$ cat src/sv/pcmq_pkg.sv
// pcmq_pkg: shared constants for the per-client message queue block.
// Field widths, operation codes and status codes. No dependencies.
package pcmq_pkg;

	localparam int PID_W    = 32;
	localparam int MSG_W    = 64;
	localparam int ALIVE_W  = 16;
	localparam int STATUS_W = 3;

	typedef logic [STATUS_W-1:0] status_t;

	localparam logic OP_PUSH = 1'b0;
	localparam logic OP_POP  = 1'b1;

	localparam status_t ST_OK       = 3'd0;
	localparam status_t ST_PID_ZERO = 3'd1;
	localparam status_t ST_NO_SLOT  = 3'd2;
	localparam status_t ST_FULL     = 3'd3;
	localparam status_t ST_UNKNOWN  = 3'd4;
	localparam status_t ST_EMPTY    = 3'd5;

endpackage

$ cat src/sv/pcmq_slot_table.sv
// pcmq_slot_table: per-slot owner pid and ring pointers, one write and one
// registered read port; per-slot valid bits make unwritten slots read as free.
// Depends on pcmq_pkg.
module pcmq_slot_table #(
	parameter int SLOTS = 16,
	parameter int PW    = 5,
	parameter int SW    = 4
) (
	input  logic                          clk,
	input  logic                          arst_n,
	input  logic                          we,
	input  logic                          clr,
	input  logic [SW-1:0]                 waddr,
	input  logic [pcmq_pkg::PID_W-1:0]    wowner,
	input  logic [PW-1:0]                 wwptr,
	input  logic [PW-1:0]                 wrptr,
	input  logic [SW-1:0]                 raddr,
	output logic [pcmq_pkg::PID_W-1:0]    rowner,
	output logic [PW-1:0]                 rwptr,
	output logic [PW-1:0]                 rrptr
);

	localparam int EW = pcmq_pkg::PID_W + 2 * PW;

	logic [EW-1:0]    mem [SLOTS];
	logic [SLOTS-1:0] vld_q;
	logic [EW-1:0]    rdata_q;
	logic             rvld_q;

	always_ff @(posedge clk) begin
		if (we && !clr) begin
			mem[waddr] <= {wowner, wwptr, wrptr};
		end
		rdata_q <= mem[raddr];
	end

	always_ff @(posedge clk or negedge arst_n) begin
		if (!arst_n) begin
			vld_q  <= '0;
			rvld_q <= 1'b0;
		end else begin
			if (we) begin
				vld_q[waddr] <= !clr;
			end
			rvld_q <= vld_q[raddr];
		end
	end

	// a slot never written, or freed, reads as owner zero with both pointers zero
	always_comb begin
		if (rvld_q) begin
			rowner = rdata_q[EW-1 -: pcmq_pkg::PID_W];
			rwptr  = rdata_q[2*PW-1 -: PW];
			rrptr  = rdata_q[PW-1:0];
		end else begin
			rowner = '0;
			rwptr  = '0;
			rrptr  = '0;
		end
	end

endmodule

$ cat config.mk
export PLATFORM = sky130hd
export DESIGN_NAME = pcmq_slot_table
export DESIGN_NICKNAME = d
export VERILOG_FILES = /design/src/sv/pcmq_pkg.sv /design/src/sv/pcmq_slot_table.sv
export SDC_FILE = /design/constraint.sdc
export NUM_CORES = 1
export LEC_CHECK = 0
export BUFFER_PORTS_ARGS = -buffer_cell sky130_fd_sc_hd__buf_2
export CORE_AREA = 2 2 225 227
export DETAILED_ROUTE_END_ITERATION = 10
export DIE_AREA = 0 0 227 229
export GPL_ROUTABILITY_DRIVEN = 0
export PLACE_DENSITY = 0.73
export SETUP_SLACK_MARGIN = 0.2
export SLEW_MARGIN = 40
export SYNTH_ARGS = -nofsm -noshare
export SYNTH_HDL_FRONTEND = slang
export SYNTH_SLANG_ARGS = --single-unit
$ cat constraint.sdc
create_clock -name clk -period 3.4 [get_ports clk]
set_input_delay 0.17 -clock clk [delete_from_list [all_inputs] [get_ports clk]]
set_output_delay 0.17 -clock clk [all_outputs]
set_load 0.05 [all_outputs]
; Yosys cells after proc, flatten, opt, wreduce, memory -nomap -nowiden
; Memory sizes are Yosys's and may differ from the RTL's. A register that Yosys moved wholly into a read port is not among the register bits.
; Index checks and enable logic that the tools add are counted.
[classes]
magnitude_cmp = 3
mux = 10
n_reduce_logical = 3
[ops]
columns = op, n
row1 = 32-bit 2-to-1 mux, 1
row2 = 16-bit bitwise mux, 1
row3 = "4-bit by 5-bit less-than comparator with 1-bit output, second input constant", 2
row4 = 5-bit 2-to-1 mux, 2
row5 = 1-bit binary-select mux with 4-bit select, 1
row6 = 1-bit demux with 4-bit select, 1
row7 = "4-bit by 1-bit greater-or-equal comparator with 1-bit output, second input constant", 1
row8 = 1-bit 2-to-1 mux, 4
row9 = 1-bit logical AND, 2
row10 = 1-bit logical NOT, 1
[totals]
register_bits = 17
ramBits = 672
input_bits = 54
out_inout_bits = 42
elab_cells = 19
mem_count = 1
[mem_list]
columns = name, words, width, rd, rd_clocked_by_memory_dff, write_ports, line_no
row1 = mem, 16, 42, 1, 1, 1, pcmq_slot_table.sv:25  ; logic [EW-1:0] mem [SLOTS];

; Depth between registers and ports, before layout
; Gate-level depths: netlist (run 1).
[logic_depth]
depth_word = 5
mapped_depth = 6
depth_no_buf = 3

; Least setup slack after synthesis (run 1)
; No wires, ideal clock.
[synth_path]
kind = input-to-reg
from = input waddr[1]
to = memory mem[7][0] (netlist name) (enable)
setup_ps = 442
arrival_time_ps = 2737
required_ps = 2958
setup_slack_ps = 221
stages = 5
n_path_buf = 2
cell_sequence = clkbuf_1 nand2_1 or2_2 clkbuf_1 nor2_1
[synth_lines]
columns = element, line_no
row1 = start: declaration, pcmq_slot_table.sv:13  ; input logic [SW-1:0] waddr,
row2 = end: declaration, pcmq_slot_table.sv:25
; Straight into the memory's write port.

; Final worst setup path (run 1)
[layout_path]
from = input waddr[2]
to = memory mem[2][19] (netlist name) (enable)
; Straight into the memory's write port.

==> results by group, run 1 <==
Final layout
  • Register area: 0.02145 mm²
  • Number of fill cells in the layout: 3287
  • Final net count: 1457
  • Area used by multi-input combinational logic: 0.005461 mm²
  • Post-Layout Cell Count: 2136
  • Share of post-route cells with drive strength above 1: 0.2994
  • Area growth from synthesis to layout: 16.60%

Placed design
  • Number of cells in the design after placement: 1949
  • Detailed placer's ending HPWL: 29.92 mm
  • Count of input and output buffers: 95

Timing
  • Final Max Slew Viols: 0
  • Hold WS: 41.49 ps
  • Upper clock frequency limit: 0.4658 GHz
  • Final worst path period share: 0.6314
  • Hold violation count in the final report: 0
  • Total setup violations reported at the end of the flow: 0
  • Setup repair after global routing missed its margin: no
  • Final-layout setup total negative slack: 0 ps
  • Worst slew slack as a fraction of its limit: 0.4585
  • Worst-case clock skew: 19.81 ps
  • Post-layout min period: 2147 ps
  • Actual slew at the worst max-slew pin: 812.3 ps

Global route
  • Number of global-route vias before repair: 13550
  • GRT Resource Usage Total: 0.2215
  • Total congestion overflow: 0
  • Wire length of the first global-routing pass: 84.34 mm
  • Largest net degree at the start of global routing: 53
  • Antenna violations before repair: 2

Setup path
  • Data required time at the worst endpoint: 3670 ps
  • Number of buffers and inverters on the critical path: 3
  • Endpoint arrival time on the critical path: 2420 ps
  • Critical path peak fanout: 27
  • Crit Path Category: input pin to flop
  • Cell breakdown of the critical path: dlygate4sd3_1 > buf_2 > or3b_2 > nor2_4 > buf_12
  • Kind of end point of the critical path: flop
  • Longest individual stage delay on the worst path: 620 ps
  • Startpoint type of the worst setup path: input pin
  • Largest delay contributor family on the critical path: simple AND/OR/NAND/NOR gates
  • CP max-delay cell: or3b_2

Synthesis
  • Share of the synthesized netlist area taken by xor and xnor gates: 0
  • Flip-flop and latch count after synthesis: 731
  • Post-synth EDFFs: 672
  • Dominant cell type by area after synthesis: edfxtp_1
  • Cell area after synthesis: 0.02709 mm²
  • Share of synthesized registers carrying an async set or reset: 0.02326
  • Combinational family with the most area after synthesis: multiplexers
  • Post-synthesis mux area share: 0.1430
  • Synthesized-area fraction occupied by ao, oa, aoi and oai cells: 0.02905
  • Sequential-to-total area share from yosys stat: 0.7915
  • Syn avg cell area: 22.49 µm²
  • Top flip-flop cell by instance count after synthesis: edfxtp_1
  • Share of the synthesized area in the top cell type: 0.7448
  • Most area-consuming cells after synthesis: edfxtp_1 74%, mux4_2 14%, dfxtp_1 3.1%
  • Post-Synthesis Cells: 1205
  • Synth cell types: 25
  • Area fraction in and, or, nand and nor cells after synthesis: 0.02424
  • Number of nets in the synthesized netlist: 1259
  • Total number of yosys warnings: 0
  • Synth Area in Adders: 0

Clock network
  • Resize count post-CTS: 0
  • Cts bufs inserted: 73
  • Clock-pin slew reported for the worst setup and hold paths after clock tree synthesis: 60 ps
  • Total of hold buffers inserted after clock tree synthesis: 51
  • Clk_lat worst skew: 600 ps
  • TritonCTS clock tree: yes
  • Number of H-tree branching levels: 3
  • Clock net sink count: 731
  • Clock root buffer master: clkbuf_16
  • Setup bufs post-CTS: 0
  • Longest Clk Path Bufs: 3

Routing
  • DRC violation count after routing: 0
  • Via-to-Cell Ratio: 5.994
  • Wire length per cell: 26.05 µm
  • Post-detailed-route count of antenna-violating nets: 0
  • Aggregate routed wire length: 55.65 mm
  • Routed vias: 12800
  • Total iterations of the first detailed-routing run: 5
  • Number of DRC violations after detailed-routing iteration 0: 1310

Worst hold path
  • Hold crit path type: input pin to flop

Floorplanning
  • Boundary pin count: 96
  • Site Rows: 82
  • Starting density of the core: 0.5456
  • Die Y-Extent: 229 µm
  • Die X: 227 µm
  • Core area: 0.04966 mm²
  • Die area: 0.05198 mm²

Job
  • Max-cap violation count: 0

Power and ir drop
  • Power Dens Cells: 611.8 mW/mm²
  • Overall power consumption: 0.01933 W
  • Maximum vdd drop: 0.3441 mV
  • P_leak: 10.46 nW

Status
  • Run status: completed
[area by class of cell]
type	count	area share
flip-flops and latches	731	0.6790
multi-input cells	410	0.1729
clock buffers	105	0.06693
repair buffers	187	0.04503
well taps	672	0.02661
clock inverters	30	0.009505
diodes	1	0.00007921
[tightest hold or removal path, cell delays in order]
cell,delay (ps)
buf_2,130
nor3b_1,100
nand2_1,90
a21o_1,110
[cell usage after synthesis (all sizes together), types with 2 or more instances]
| cell | instances |
|---|---|
| clkbuf | 33 |
| nor2b | 4 |
| a22oi | 86 |
| o21ai | 7 |
| and3b | 2 |
| or3b | 3 |
| edfxtp | 672 |
| nand3b | 2 |
| dfrtp | 17 |
| and2 | 43 |
| mux4 | 172 |
| nand2 | 53 |
| buf | 31 |
| o31ai | 2 |
| dfxtp | 42 |
| a21o | 11 |
| nand2b | 2 |
| nor2 | 18 |
[logic make-up (layout without fill, tap and decap cells)]
logic type             count (synthesis)  after routing
flip-flops                           731            731
multiplexers                         172            172
AND/OR/NAND/NOR                      131            131
AO/OA/AOI/OAI                        107            107
buffers and inverters                 64            322
other                                  0              1
[where the power goes]
part	leakage, nW	internal (W)	switching (W)
sequential	6.62	0.0100	0.000111
clock	1.19	0.00479	0.00324
combinational	2.65	0.000453	0.000728
[registers in the layout, indices dropped and copies added, names as in the netlist]
register  count
mem         672
rvld_q        1
vld_q        16
rdata_q      42
[cell usage in the layout, fill, tap and decap left out, drive strengths merged, types with 3 or more instances in the layout]
cell type and n:
o21ai 7, dlygate4sd3 51, nor2 18, mux4 172, clkbuf 105, nand2 53, bufinv 6, buf 136
or3b 3, a21o 11, dfrtp 17, and2 43, dfxtp 42, nor2b 4, edfxtp 672, clkinv 22
a22oi 86
[stage by stage]
step                instance area (µm²)  utilization  setup WS (ps)
floorplan                         27090            -          220.9
global placement                  28660       0.5772           1266
detailed placement                28660       0.5772           1233
CTS                               31590       0.6361           1122
global route                      31590       0.6362           1237
finish                            31590       0.6362           1253
[path summary, 6_finish.rpt]
| kind | from | end | slack (ps) | cells past startpoint |
|---|---|---|---|---|
| min | waddr[3] | vld_q[2] | 40 | 4 |
| max | waddr[2] | mem[2][19] | 1250 | 5 |
| max reg2reg | mem[8][11] | rdata_q[11] | 2030 | 3 |
| min in group asynchronous | arst_n | vld_q[5] | 580 | 3 |
| max in group asynchronous | arst_n | vld_q[4] | 1970 | 4 |
| min reg2reg | vld_q[2] | vld_q[2] | 470 | 1 |
[routing by layer]
layer  global-route usage  share of wire  wire (µm)
met1               0.3055           0.40      22520
met3              0.03695          0.063       3481
met4              0.06311          0.018       1018
met5                    0        0.00020         11
met2               0.3700           0.51      28610
Note: power is estimated with default switching activity, not from simulation.
==> run 2, diff against run 1 <==
--- a/config.mk
+++ b/config.mk
@@ -10,7 +10,7 @@
 export DETAILED_ROUTE_END_ITERATION = 10
 export DIE_AREA = 0 0 227 229
 export GPL_ROUTABILITY_DRIVEN = 0
-export PLACE_DENSITY = 0.73
+export PLACE_DENSITY = 0.76
 export SETUP_SLACK_MARGIN = 0.2
 export SLEW_MARGIN = 40
 export SYNTH_ARGS = -nofsm -noshare
==> constraint.sdc (replaced) <==
create_clock -name clk -period 1.8 [get_ports clk]
set_input_delay 0.09 -clock clk [delete_from_list [all_inputs] [get_ports clk]]
set_output_delay 0.09 -clock clk [all_outputs]
set_load 0.05 [all_outputs]
==> run 2 against run 1 <==
  * Clock skew fell by 11 ps
  * Design area is 2.4% higher
  * Register-to-register slack got worse by 1700 ps
  * Final cell count rose by 0.61%
  * First-iteration DRC count rose by 28%
  * Sequential share of layout area shrank 1.6 points
  * Utilization is 1.5 points higher
  * Die area unchanged
  * Worst setup slack got worse by 1200 ps
  * Critical path depth fell by 1
  * Sequential cell count stayed put
==> results by group, run 2 (synthesis results as in run 1) <==
Power and ir drop
  • Power Dens Cells: 1111 mW/mm²
  • Maximum vdd drop: 0.6844 mV
  • P_leak: 10.66 nW

Final layout
  • Most flops, register: mem
  • Most frequent cells in the layout: 672 x edfxtp_1, 172 x mux4_2, 86 x a22oi_1, 75 x clkbuf_16
  • Number of flip-flops under the largest register name: 672
  • Finished layout cell area: 0.03235 mm²
  • Leading registers by flop count: mem x672, rdata_q x42, vld_q x16
  • Area growth from synthesis to layout: 19.40%
  • Fraction of the core area covered by cells at the end of the flow: 0.6515
  • Share of post-route cells with drive strength above 1: 0.3200
  • Most common library cell in the layout ignoring fill and taps: edfxtp_1
  • Final net count: 1479
  • Number of fill cells in the layout: 3090

Setup path
  • Data required time at the worst endpoint: 1710 ps
  • Longest individual stage delay on the worst path: 410 ps
  • Critical path peak fanout: 7
  • Kind of end point of the critical path: output pin
  • Endpoint arrival time on the critical path: 1660 ps
  • Startpoint type of the worst setup path: flop
  • Crit Path Category: flop to output pin
  • Cell breakdown of the critical path: buf_12 > clkbuf_16 > and2_1 > buf_6
  • CP max-delay cell: dfrtp_2

Placed design
  • Placed inst area: 0.02925 mm²
  • Pre-CTS setup slack: 123.5 ps
  • Count of input and output buffers: 95
  • Detailed placer's ending HPWL: 29.87 mm

Clock network
  • Number of H-tree branching levels: 3
  • Clock-pin slew reported for the worst setup and hold paths after clock tree synthesis: 60 ps
  • Clk_lat worst skew: 590 ps
  • Cts bufs inserted: 69
  • TritonCTS clock tree: yes
  • Clock net sink count: 731
  • Longest Clk Path Bufs: 3
  • Clock root buffer master: clkbuf_16

Timing
  • Upper clock frequency limit: 0.5719 GHz
  • Setup slack after layout: 51.35 ps
  • Final worst path period share: 0.9715
  • Final-layout setup total negative slack: 0 ps
  • Final Max Slew Viols: 0
  • Post-layout min period: 1749 ps
  • Actual slew at the worst max-slew pin: 404.8 ps
  • Worst slew slack as a fraction of its limit: 0.7301
  • Worst-case clock skew: 9.193 ps
  • Setup repair after global routing missed its margin: yes
  • Total setup violations reported at the end of the flow: 0
  • Hold violation count in the final report: 0

Routing
  • Aggregate routed wire length: 62.40 mm
  • Via-to-Cell Ratio: 6.234
  • Wire length per cell: 29.04 µm
  • Post-detailed-route count of antenna-violating nets: 0
  • DRC violation count after routing: 0
  • Number of DRC violations after detailed-routing iteration 0: 1683
  • Total iterations of the first detailed-routing run: 6
  • Routed vias: 13400

Global route
  • Wire length of the first global-routing pass: 90.97 mm
  • Number of global-route vias before repair: 14150
  • Total congestion overflow: 0
  • Largest net degree at the start of global routing: 51
  • GRT Resource Usage Total: 0.2430
  • Antenna violations before repair: 4

Worst hold path
  • Hold crit path type: input pin to flop

Floorplanning
  • Starting density of the core: 0.5456
  • Die X: 227 µm
  • Boundary pin count: 96
  • Die Y-Extent: 229 µm
  • Site Rows: 82
  • Die area: 0.05198 mm²
  • Core area: 0.04966 mm²

Job
  • Max-cap violation count: 0

Status
  • Run status: completed
[run 2: changes by cell type in the layout (fill, tap and decap cells not counted), sizes merged]
cell         change
inv              -1
bufinv           -3
clkbuf           +1
dlygate4sd3      -1
clkinv           -9
buf             +25
diode            +1
[run 2: critical path: cells and delay by family, from the launching register on]
family                 cells  cell delay (ps)
buffers and inverters      3              490
and+or+nand+nor            1              160
DFF                        1              410
[run 2: metrics by stage]
stage / cells / power (W) / hold WS (ps)
2_1_floorplan: 1205 / 0.02084 / -205.6
3_3_place_gp: 1971 / 0.02164 / 30.61
3_5_place_dp: 1971 / 0.02171 / 33.22
4_1_cts: 2143 / 0.03580 / 3.895
5_1_grt: 2149 / 0.03689 / 43.96
6_report: 2149 / 0.03595 / 23.00
[run 2: path summary, 6_finish.rpt]
| path | start | slack, ps | cells past startpoint | endpoint |
|---|---|---|---|---|
| worst max register to register | mem[10][0] | 350 | 3 | rdata_q[0] |
| worst max-delay path | rvld_q | 50 | 4 | rwptr[0] |
| worst min register to register | vld_q[4] | 480 | 1 | vld_q[4] |
| worst min-delay path | waddr[2] | 20 | 3 | vld_q[3] |
| max in group asynchronous | arst_n | 1450 | 3 | rvld_q |
| min in group asynchronous | arst_n | 40 | 3 | vld_q[12] |
[run 2: power breakdown]
| part | switching [W] | leakage (nW) | internal, W |
|---|---|---|---|
| logic | 0.00167 | 2.98 | 0.00121 |
| clock network | 0.00588 | 1.06 | 0.00814 |
| registers | 0.000145 | 6.62 | 0.0189 |
[run 2: area by class of cell]
| class | count | area [µm²] | area share |
|---|---|---|---|
| clock inverters | 17 | 155.1 | 0.004796 |
| clock buffers | 104 | 2013 | 0.06223 |
| well taps | 672 | 840.8 | 0.02599 |
| diodes | 2 | 5.005 | 0.0001547 |
| repair buffers | 213 | 2360 | 0.07294 |
| flip-flops and latches | 731 | 21450 | 0.6629 |
| multi-input cells | 410 | 5532 | 0.1710 |
[run 2: routing by layer]
layer / vias to the layer above / routed length [µm] / global-route usage
li1: 5474 / - / -
met1: 7021 / 23080 / 0.3348
met2: 764 / 31260 / 0.3963
met3: 131 / 6019 / 0.04375
met4: 6 / 2004 / 0.08497
met5: - / 36 / 0
[run 2: what timing repair did]
item	in CTS	in global routing
pin swaps	0	2
gates resized for setup	62	50
endpoints found under the setup margin	42	42
hold endpoints to repair	698	0
hold buffers	51	0
setup buffers	0	1
gates cloned	0	3
